[config.mk]
export PLATFORM = sky130hd
export DESIGN_NAME = one_wire_bus_master
export DESIGN_NICKNAME = d
export VERILOG_FILES = /design/src/hw/rtl/owm_pkg.sv /design/src/hw/rtl/one_wire_bus_master.sv /design/src/hw/rtl/owm_csr.sv /design/src/hw/rtl/owm_engine.sv
export SDC_FILE = /design/constraint.sdc
export NUM_CORES = 1
export LEC_CHECK = 0
export ABC_AREA = 1
export BUFFER_PORTS_ARGS = -buffer_cell sky130_fd_sc_hd__buf_2
export CAP_MARGIN = 20
export CORE_MARGIN = 8
export CORE_UTILIZATION = 66
export DETAILED_ROUTE_END_ITERATION = 6
export PLACE_DENSITY = 0.86
export SKIP_LAST_GASP = 1
export SLEW_MARGIN = 20
export SYNTH_ARGS = -nofsm -noshare
export SYNTH_HDL_FRONTEND = slang
export SYNTH_SLANG_ARGS = --single-unit
[constraint.sdc]
create_clock -name clock -period 8 [get_ports clock]
set_input_delay 1.6 -clock clock [delete_from_list [all_inputs] [get_ports clock]]
set_output_delay 1.6 -clock clock [all_outputs]
set_load 0.05 [all_outputs]
[src/hw/rtl/owm_pkg.sv]
// Shared types, constants and register indexes of the 1-Wire bus master.
package owm_pkg;

   localparam int unsigned TickW = 10;
   localparam int unsigned CsrIndexW = 3;
   localparam int unsigned CsrDataW = 10;

   localparam logic [CsrIndexW-1:0] CSR_RESET_LOW = 3'd0;
   localparam logic [CsrIndexW-1:0] CSR_PRESENCE_SAMPLE = 3'd1;
   localparam logic [CsrIndexW-1:0] CSR_RESET_RECOVERY = 3'd2;
   localparam logic [CsrIndexW-1:0] CSR_SLOT_RELEASE = 3'd3;
   localparam logic [CsrIndexW-1:0] CSR_SLOT_SAMPLE = 3'd4;
   localparam logic [CsrIndexW-1:0] CSR_SLOT_LENGTH = 3'd5;

   localparam logic [2:0] OP_RESET = 3'd0;
   localparam logic [2:0] OP_BIT = 3'd1;
   localparam logic [2:0] OP_BYTE = 3'd2;
   localparam logic [2:0] OP_WRITE = 3'd3;
   localparam logic [2:0] OP_READ = 3'd4;
   localparam logic [2:0] OP_WRITE_POWER = 3'd5;
   localparam logic [2:0] OP_READBIT_POWER = 3'd6;
   localparam logic [2:0] OP_LEVEL = 3'd7;

   localparam logic KIND_COMMAND = 1'b0;
   localparam logic KIND_TICK = 1'b1;

   localparam logic [TickW-1:0] RESET_LOW_DEFAULT = 10'd480;
   localparam logic [TickW-1:0] PRESENCE_SAMPLE_DEFAULT = 10'd70;
   localparam logic [TickW-1:0] RESET_RECOVERY_DEFAULT = 10'd480;
   localparam logic [3:0] SLOT_RELEASE_DEFAULT = 4'd1;
   localparam logic [5:0] SLOT_SAMPLE_DEFAULT = 6'd15;
   localparam logic [6:0] SLOT_LENGTH_DEFAULT = 7'd60;
   localparam logic [7:0] READ_PATTERN = 8'hFF;

   typedef enum logic [5:0] {
      PH_IDLE     = 6'b000001,
      PH_RST_LOW  = 6'b000010,
      PH_RST_WAIT = 6'b000100,
      PH_RST_REC  = 6'b001000,
      PH_SLOT     = 6'b010000,
      PH_GAP      = 6'b100000
   } phase_type;

   typedef struct packed {
      logic [TickW-1:0] reset_low_us;
      logic [TickW-1:0] presence_sample_us;
      logic [TickW-1:0] reset_recovery_us;
      logic [3:0]       slot_release_us;
      logic [5:0]       slot_sample_us;
      logic [6:0]       slot_length_us;
   } cfg_type;

   typedef struct packed {
      logic       kind;
      logic [2:0] op;
      logic [7:0] data_byte;
      logic       expect_bit;
      logic       line_level;
   } item_type;

   typedef struct packed {
      logic       drive_low;
      logic       strong_pullup;
      logic       busy_res;
      logic       done_res;
      logic       rejected;
      logic [7:0] read_data;
      logic       ok;
   } result_type;

endpackage

[src/hw/rtl/one_wire_bus_master.sv]
// Top level of the standard-speed 1-Wire bus master with its request and result registers.
//
//   Channel   Direction  Handshake            Contents
//   req_*     in         req_valid/req_stall  command or one-microsecond tick with line level
//   rsp_*     out        rsp_valid/rsp_stall  bus drive, busy, done, rejected, data, ok
//   csr_*     in         csr_write_en         timing register writes, no read-back
//
// A request is resolved by the engine while it sits in the input register, and its result
// is registered when the request advances, which waits while a stalled result is held.
// Absent rsp_stall, one request per cycle is sustained by combinational next-state logic.
// Reset is synchronous and returns the engine to idle with the default timing.
// A stalled result holds the result register, and the input register then holds too.
module one_wire_bus_master (
   input  logic                          clock,
   input  logic                          reset,
   input  logic                          req_valid,
   output logic                          req_stall,
   input  logic                          req_kind,
   input  logic [2:0]                    req_op,
   input  logic [7:0]                    req_data_byte,
   input  logic                          req_expect_bit,
   input  logic                          req_line_level,
   output logic                          rsp_valid,
   input  logic                          rsp_stall,
   output logic                          rsp_drive_low,
   output logic                          rsp_strong_pullup,
   output logic                          rsp_busy_res,
   output logic                          rsp_done_res,
   output logic                          rsp_rejected,
   output logic [7:0]                    rsp_read_data,
   output logic                          rsp_ok,
   input  logic                          csr_write_en,
   input  logic [owm_pkg::CsrIndexW-1:0] csr_index,
   input  logic [owm_pkg::CsrDataW-1:0]  csr_write_data
);
   import owm_pkg::*;

   cfg_type    cfg;
   item_type   item_ff;
   result_type result;
   result_type result_ff;
   logic       in_valid_ff, in_valid_in;
   logic       out_valid_ff, out_valid_in;
   logic       advance;
   logic       take;

   owm_csr u_csr (
      .clock          (clock),
      .reset          (reset),
      .csr_write_en   (csr_write_en),
      .csr_index      (csr_index),
      .csr_write_data (csr_write_data),
      .cfg            (cfg)
   );

   owm_engine u_engine (
      .clock  (clock),
      .reset  (reset),
      .fire   (advance),
      .item   (item_ff),
      .cfg    (cfg),
      .result (result)
   );

   assign advance = in_valid_ff && (!out_valid_ff || !rsp_stall);
   assign req_stall = in_valid_ff && out_valid_ff && rsp_stall;
   assign take = req_valid && !req_stall;
   assign in_valid_in = take || (in_valid_ff && !advance);
   assign out_valid_in = advance || (out_valid_ff && rsp_stall);

   always_ff @(posedge clock) begin
      if (reset) begin
         in_valid_ff <= 1'b0;
         out_valid_ff <= 1'b0;
      end else begin
         in_valid_ff <= in_valid_in;
         out_valid_ff <= out_valid_in;
      end
   end

   always_ff @(posedge clock) begin
      if (take) begin
         item_ff.kind <= req_kind;
         item_ff.op <= req_op;
         item_ff.data_byte <= req_data_byte;
         item_ff.expect_bit <= req_expect_bit;
         item_ff.line_level <= req_line_level;
      end
      if (advance) begin
         result_ff <= result;
      end
   end

   assign rsp_valid = out_valid_ff;
   assign rsp_drive_low = result_ff.drive_low;
   assign rsp_strong_pullup = result_ff.strong_pullup;
   assign rsp_busy_res = result_ff.busy_res;
   assign rsp_done_res = result_ff.done_res;
   assign rsp_rejected = result_ff.rejected;
   assign rsp_read_data = result_ff.read_data;
   assign rsp_ok = result_ff.ok;

   // The input register only pushes back when it is full behind a stalled result.
   assert property (@(posedge clock) disable iff (reset) req_stall |-> in_valid_ff && out_valid_ff)
      else $error("request stalled without a full pipeline");

   assert property (@(posedge clock) disable iff (reset)
                    rsp_valid && rsp_done_res |-> !rsp_busy_res && !rsp_rejected)
      else $error("finished result still busy or rejected");

   assert property (@(posedge clock) disable iff (reset)
                    rsp_valid && !rsp_done_res |-> (rsp_read_data == 8'd0) && !rsp_ok)
      else $error("data or ok reported without completion");

   assert property (@(posedge clock) disable iff (reset)
                    rsp_valid |-> !(rsp_drive_low && rsp_strong_pullup))
      else $error("bus driven low and strongly high together");

   assert property (@(posedge clock) disable iff (reset)
                    advance && out_valid_ff && rsp_stall |-> 1'b0)
      else $error("result register overwritten while stalled");

endmodule

[src/hw/rtl/owm_csr.sv]
// Timing configuration registers of the 1-Wire bus master.
module owm_csr (
   input  logic                          clock,
   input  logic                          reset,
   input  logic                          csr_write_en,
   input  logic [owm_pkg::CsrIndexW-1:0] csr_index,
   input  logic [owm_pkg::CsrDataW-1:0]  csr_write_data,
   output owm_pkg::cfg_type              cfg
);
   import owm_pkg::*;

   cfg_type cfg_ff;
   cfg_type cfg_in;

   always_comb begin
      cfg_in = cfg_ff;
      if (csr_write_en) begin
         case (csr_index)
            CSR_RESET_LOW:       cfg_in.reset_low_us = csr_write_data;
            CSR_PRESENCE_SAMPLE: cfg_in.presence_sample_us = csr_write_data;
            CSR_RESET_RECOVERY:  cfg_in.reset_recovery_us = csr_write_data;
            CSR_SLOT_RELEASE:    cfg_in.slot_release_us = csr_write_data[3:0];
            CSR_SLOT_SAMPLE:     cfg_in.slot_sample_us = csr_write_data[5:0];
            CSR_SLOT_LENGTH:     cfg_in.slot_length_us = csr_write_data[6:0];
            default:             cfg_in = cfg_ff;
         endcase
      end
   end

   always_ff @(posedge clock) begin
      if (reset) begin
         cfg_ff.reset_low_us <= RESET_LOW_DEFAULT;
         cfg_ff.presence_sample_us <= PRESENCE_SAMPLE_DEFAULT;
         cfg_ff.reset_recovery_us <= RESET_RECOVERY_DEFAULT;
         cfg_ff.slot_release_us <= SLOT_RELEASE_DEFAULT;
         cfg_ff.slot_sample_us <= SLOT_SAMPLE_DEFAULT;
         cfg_ff.slot_length_us <= SLOT_LENGTH_DEFAULT;
      end else begin
         cfg_ff <= cfg_in;
      end
   end

   assign cfg = cfg_ff;

endmodule

[src/hw/rtl/owm_engine.sv]
// Bus state registers and the per-request next-state and result logic.
module owm_engine (
   input  logic                clock,
   input  logic                reset,
   input  logic                fire,
   input  owm_pkg::item_type   item,
   input  owm_pkg::cfg_type    cfg,
   output owm_pkg::result_type result
);
   import owm_pkg::*;

   phase_type        phase_ff, phase_in;
   logic [TickW-1:0] tick_count_ff, tick_count_in;
   logic [2:0]       bit_index_ff, bit_index_in;
   logic [7:0]       send_shift_ff, send_shift_in;
   logic [7:0]       recv_shift_ff, recv_shift_in;
   logic [2:0]       current_op_ff, current_op_in;
   logic             saved_expect_ff, saved_expect_in;
   logic             presence_fail_ff, presence_fail_in;
   logic             pull_low_ff, pull_low_in;
   logic             pullup_on_ff, pullup_on_in;

   always_comb begin
      logic [TickW-1:0] tick_inc;
      logic [TickW-1:0] low_lim;
      logic [TickW-1:0] wait_lim;
      logic [TickW-1:0] rec_lim;
      logic [6:0]       len;
      logic [6:0]       smp;
      logic             sbit;
      logic [7:0]       recv_next;
      logic             single;
      logic             done;
      logic             rej;
      logic [7:0]       rdata;
      logic             okv;

      phase_in = phase_ff;
      tick_count_in = tick_count_ff;
      bit_index_in = bit_index_ff;
      send_shift_in = send_shift_ff;
      recv_shift_in = recv_shift_ff;
      current_op_in = current_op_ff;
      saved_expect_in = saved_expect_ff;
      presence_fail_in = presence_fail_ff;
      pull_low_in = pull_low_ff;
      pullup_on_in = pullup_on_ff;
      done = 1'b0;
      rej = 1'b0;
      rdata = 8'd0;
      okv = 1'b0;

      tick_inc = tick_count_ff + 10'd1;
      low_lim = (cfg.reset_low_us == '0) ? 10'd1 : cfg.reset_low_us;
      wait_lim = (cfg.presence_sample_us == '0) ? 10'd1 : cfg.presence_sample_us;
      rec_lim = (cfg.reset_recovery_us == '0) ? 10'd1 : cfg.reset_recovery_us;
      len = (cfg.slot_length_us == '0) ? 7'd1 : cfg.slot_length_us;
      if ({1'b0, cfg.slot_sample_us} > len) begin
         smp = len;
      end else if (cfg.slot_sample_us == '0) begin
         smp = 7'd1;
      end else begin
         smp = {1'b0, cfg.slot_sample_us};
      end
      sbit = send_shift_ff[bit_index_ff];
      recv_next = recv_shift_ff;
      if (tick_inc == {3'd0, smp}) begin
         recv_next[bit_index_ff] = recv_shift_ff[bit_index_ff] | (sbit & item.line_level);
      end
      single = (current_op_ff == OP_BIT) || (current_op_ff == OP_READBIT_POWER);

      if (item.kind == KIND_COMMAND) begin
         if (phase_ff != PH_IDLE) begin
            rej = 1'b1;
         end else if (item.op == OP_LEVEL) begin
            pullup_on_in = item.data_byte[0];
            pull_low_in = 1'b0;
            done = 1'b1;
            rdata = {7'd0, item.data_byte[0]};
            okv = 1'b1;
         end else begin
            pullup_on_in = 1'b0;
            pull_low_in = 1'b1;
            tick_count_in = '0;
            current_op_in = item.op;
            if (item.op == OP_RESET) begin
               phase_in = PH_RST_LOW;
               presence_fail_in = 1'b0;
            end else begin
               phase_in = PH_SLOT;
               bit_index_in = 3'd0;
               recv_shift_in = 8'd0;
               saved_expect_in = item.expect_bit;
               case (item.op)
                  OP_BIT:           send_shift_in = {7'd0, item.data_byte[0]};
                  OP_READ:          send_shift_in = READ_PATTERN;
                  OP_READBIT_POWER: send_shift_in = 8'd1;
                  default:          send_shift_in = item.data_byte;
               endcase
            end
         end
      end else begin
         case (phase_ff)
            PH_RST_LOW: begin
               tick_count_in = tick_inc;
               if (tick_inc >= low_lim) begin
                  pull_low_in = 1'b0;
                  phase_in = PH_RST_WAIT;
                  tick_count_in = '0;
               end
            end
            PH_RST_WAIT: begin
               tick_count_in = tick_inc;
               if (tick_inc >= wait_lim) begin
                  presence_fail_in = item.line_level;
                  phase_in = PH_RST_REC;
                  tick_count_in = '0;
               end
            end
            PH_RST_REC: begin
               tick_count_in = tick_inc;
               if (tick_inc >= rec_lim) begin
                  presence_fail_in = presence_fail_ff | ~item.line_level;
                  phase_in = PH_IDLE;
                  tick_count_in = '0;
                  done = 1'b1;
                  okv = ~(presence_fail_ff | ~item.line_level);
               end
            end
            PH_GAP: begin
               pull_low_in = 1'b1;
               tick_count_in = '0;
               phase_in = PH_SLOT;
            end
            PH_SLOT: begin
               tick_count_in = tick_inc;
               recv_shift_in = recv_next;
               if (sbit && (tick_inc >= {6'd0, cfg.slot_release_us})) begin
                  pull_low_in = 1'b0;
               end
               if (tick_inc >= {3'd0, len}) begin
                  pull_low_in = 1'b0;
                  tick_count_in = '0;
                  if (single || (bit_index_ff == 3'd7)) begin
                     phase_in = PH_IDLE;
                     done = 1'b1;
                     okv = 1'b1;
                     rdata = single ? {7'd0, recv_next[0]} : recv_next;
                     if ((current_op_ff == OP_WRITE) || (current_op_ff == OP_WRITE_POWER)) begin
                        okv = (recv_next == send_shift_ff);
                     end
                     if (current_op_ff == OP_READBIT_POWER) begin
                        okv = (recv_next[0] == saved_expect_ff);
                     end
                     if (((current_op_ff == OP_WRITE_POWER) ||
                          (current_op_ff == OP_READBIT_POWER)) && okv) begin
                        pullup_on_in = 1'b1;
                     end
                  end else begin
                     bit_index_in = bit_index_ff + 3'd1;
                     phase_in = PH_GAP;
                  end
               end
            end
            default: phase_in = phase_ff;
         endcase
      end

      result.drive_low = pull_low_in;
      result.strong_pullup = pullup_on_in;
      result.busy_res = (phase_in != PH_IDLE);
      result.done_res = done;
      result.rejected = rej;
      result.read_data = rdata;
      result.ok = okv;
   end

   always_ff @(posedge clock) begin
      if (reset) begin
         phase_ff <= PH_IDLE;
         tick_count_ff <= '0;
         bit_index_ff <= '0;
         send_shift_ff <= '0;
         recv_shift_ff <= '0;
         current_op_ff <= '0;
         saved_expect_ff <= 1'b0;
         presence_fail_ff <= 1'b0;
         pull_low_ff <= 1'b0;
         pullup_on_ff <= 1'b0;
      end else if (fire) begin
         phase_ff <= phase_in;
         tick_count_ff <= tick_count_in;
         bit_index_ff <= bit_index_in;
         send_shift_ff <= send_shift_in;
         recv_shift_ff <= recv_shift_in;
         current_op_ff <= current_op_in;
         saved_expect_ff <= saved_expect_in;
         presence_fail_ff <= presence_fail_in;
         pull_low_ff <= pull_low_in;
         pullup_on_ff <= pullup_on_in;
      end
   end

endmodule
==> summary.md <==
| Metric | Value |
|---|---|
| Row count | 37 |
| Final-report setup violation count | 0 |
| Die Area | around 14,000 um2 |
| Drc violations | 0 |
| Number of vias per cell | 5.74 |
| CP cell instances | ha_1 > xor2_1 > ha_1 > nand2_1 > o21a_1 > o21ai_0 > nand3_1 > a21boi_0 > o21ai_0 > nand2_1 > nor2_1 > nor3_1 > a31o_2 > inv_1 > nor3_1 > nand3_1 |
| First-pass GRT wire length | 29.2 mm |
| Static Leak | about 3.7 nW |
| Worst-Margin Slew | about 960 ps |
| I/O pin total | 48 |
| RSZ-0062 raised after global routing | false |
| Hold-fix buffers, CTS | 0 |
| Yosys top cell area share | between 20% and 30% |
| Drt first pass iters | 5 |
| Netlist cell types | 42 |
| Critical path class | reg -> reg |
| CP max stage delay | between 600 and 700 ps |
| H-Tree Depth | 4 |
| Fraction of final layout cells sized beyond drive strength 1 | under 10% |
| Cell count after placement | 1,128 |
| Sequential power share | a little over two fifths |
| Peak VDD IR | approximately 200 uV |
| CP endpoint kind | register |
| Period Utilization, post-route | 48.3% |
| Slowest cell on crit path | dfxtp_1 |
| CTS root buffer | clkbuf_8 |
| Initial antenna violation count | 0 |
| Synth Cell Area | around 7000 um2 |
| Seq/Total Area, Yosys | approximately two fifths |
| Detail Route Antenna Nets | 0 |
| TritonCTS buffer count | 17 |
| Number of flops mapped to enable cells by yosys | 28 |
| Core ar. | between 10,000 and 15,000 um2 |
| Number of nets in the layout | roughly 1,100 |
| Fraction of registers with async set/reset | 0% |
| Clk buf depth | 2 |
| Logic pwr share | a little under a tenth |
| Largest net degree at the start of global routing | 64 |
| TritonCTS clock tree | built |
| Die Wd | ~120 um |
| Post-DR wirelength/cell | approximately 15 um |
| Synth-to-Final Area Change | 13.1% |
| Finished Layout Cells | ~1,200 |
| Max Slew Vio Count | 0 |
| Gate Count Post-Synth | between 900 and 1,000 |
| Max-cap viol count | 0 |
| Vias | between 6,000 and 7,000 |
| Final hold violation count | 0 |
| Final WL | around 18 mm |
| Grt total ovfl | 0 |
| Power per cell area | about 200 nW/um2 |
| CP arrival | 4140 ps |
| Clock transition at path regs | 60 ps |
| Diode count | 0 |
| Min cycle time layout | a little under 4000 ps |
| Largest delay contributor family on the critical path | simple AND/OR/NAND/NOR gates |
| Synth Flop Type | dfxtp_1 |
| Relative slew slack | a little over a third |
| Vias in the first global route | 6,181 |
| Die Ht | about 120 um |
| DPL Wire Length | roughly 13 mm |
| Post-CTS sizing | 0 |
| Initial core utilization | slightly below 70% |
| Clock power frac | about half |
| Number of synthesized register bits | approximately 120 |
| Internal power | approximately 1.2 mW |
| I/O Buffers | 47 |
| Net Sw Power | about 0.38 mW |
| Fillers | 751 |
| F_max | 0.259 GHz |
| Final Skew | approximately 7.9 ps |
| Critical path required time | ~8300 ps |
| Syn_area_per_cell | between 7 and 8 um2 |
| Total power draw | roughly 1.6 mW |
| Crit start category | register |
| 1st-iter DRT viols | 636 |
| TritonCTS Sinks | roughly 120 |
| Cells taking the most area after synthesis | dfxtp_1, edfxtp_1, nand2_1 |
| Status | complete, no violations |
| Post-route setup TNS | 0 ps |
| Final Wtd Congestion | roughly 0.96 |
| Synth Warn # | 0 |
| # Post-CTS Setup Buffers | 0 |
| Final core utilization | ~77% |
| Post-Syn Nets | 1,046 |
| Clock insertion delay at the later pin of the skew report | 540 ps |
| Worst hold path class | reg -> reg |
| Worst Path Buf+Inv | 1 |
| Leading area contributor after synthesis | dfxtp_1 |
| CP max FO | 11 |
| Overall global routing resource usage | 25.5% |
| Sw Ratio | 24.4% |
## kinds of logic after synthesis
logic type	count (synthesis)	synth area share (%)
AOI/OAI and AO/OA	215	17.4
xor gates and xnor gates	5	0.734
adders and majority gates	50	8.95
buffers and inverters	189	10.3
DFF	119	38.1
and+or+nand+nor	386	24.6
## synth_stat cells, types with 2 or more instances
cell and n:
nor2_8 2, nor2_2 3, inv_1 165, o21ai_1 4, ha_1 50, a211oi_1 4, a21boi_0 4, o211ai_1 24
o21a_1 2, nor3_1 15, inv_2 2, nor4_1 5, o22ai_1 3, edfxtp_1 28, clkbuf_1 15, a21oi_1 89
a22oi_1 4, xor2_1 4, nand4_1 12, clkinv_1 2, nand2_1 187, o21ai_0 66, nor3_2 2, nor2_1 63
a31oi_1 3, dfxtp_1 91, o221ai_1 3, o2111ai_1 2, nand2_2 4, buf_2 4, nand3_1 85, nand3_2 3
a21o_1 2, o31ai_1 4
## cell type report
class / instances / area (um2) / share of cell area, %
Clock buffer: 21 / 429 / 5.43
Clock inverter: 11 / 155 / 1.96
Inverter: 169 / 634 / 8.02
Multi-Input combinational cell: 656 / 3610 / 45.7
Sequential cell: 119 / 2660 / 33.7
Tap cell: 136 / 170 / 2.15
Timing Repair Buffer: 48 / 243 / 3.07
## layout by cell type (no fill, tap or decap), types with 24 or more instances in the layout
cell      synthesis  routed
nand2_1         187     187
inv_1           165     165
dfxtp_1          91      91
a21oi_1          89      89
nand3_1          85      85
o21ai_0          66      66
nor2_1           63      63
ha_1             50      50
buf_2             4      47
edfxtp_1         28      28
o211ai_1         24      24
## power groups by stage
stage / sequential [mW] / combinational [mW] / clock [mW]
after floorplan: 0.672 / 0.0944 / 0
after global placement: 0.664 / 0.141 / 0
after detailed placement: 0.665 / 0.146 / 0
after CTS: 0.653 / 0.148 / 0.770
after global routing: 0.655 / 0.167 / 0.794
final: 0.653 / 0.150 / 0.763
## stage by stage
| step | cell area (um2) | hold WS, ps | setup WS [ps] |
|---|---|---|---|
| 3_3_place_gp | 7320 | 439 | 4270 |
| 4_1_cts | 7910 | 453 | 4250 |
| 5_1_grt | 7910 | 467 | 3860 |
| 2_1_floorplan | 6990 | 424 | 4040 |
| 6_report | 7910 | 451 | 4140 |
| 3_5_place_dp | 7320 | 445 | 4250 |
## final timing paths
kind	start	to	slack, ps	depth (start not counted)
worst max-delay path	u_engine.tick_count_ff[0]	rsp_busy_res	4140	16
worst min-delay path	u_engine.presence_fail_ff	u_engine.presence_fail_ff	450	2
worst max register to register	u_engine.tick_count_ff[0]	rsp_busy_res	4140	16
worst min register to register	u_engine.presence_fail_ff	u_engine.presence_fail_ff	450	2
## state kept, by name (all words and copies together) (netlist names), 3 cells and up
name / flops
item_ff: 14
rsp_read_data: 8
u_engine.phase_ff: 6
u_engine.recv_shift_ff: 8
u_engine.tick_count_ff: 10
u_engine.bit_index_ff: 3
u_engine.current_op_ff: 3
u_engine.send_shift_ff: 8
u_csr.cfg: 47
## worst reg2reg max path, cell delays in order, from the launching register on
cell and delay, ps:
dfxtp_1 640, ha_1 310, xor2_1 630, ha_1 250, nand2_1 50, o21a_1 170, o21ai_0 240, nand3_1 120
a21boi_0 160, o21ai_0 90, nand2_1 160, nor2_1 90, nor3_1 210, a31o_2 190, inv_1 40, nor3_1 130
nand3_1 100
## layer usage
layer / part of all wire [%] / up-vias / GRT usage [%]
met3: 10 / 34 / 7.51
met2: 43 / 313 / 37.9
li1: - / 3324 / -
met5: 0 / - / 0
met1: 44 / 2991 / 33.3
met4: 2.4 / 0 / 12.2
Power figures use the tool's default switching activity.
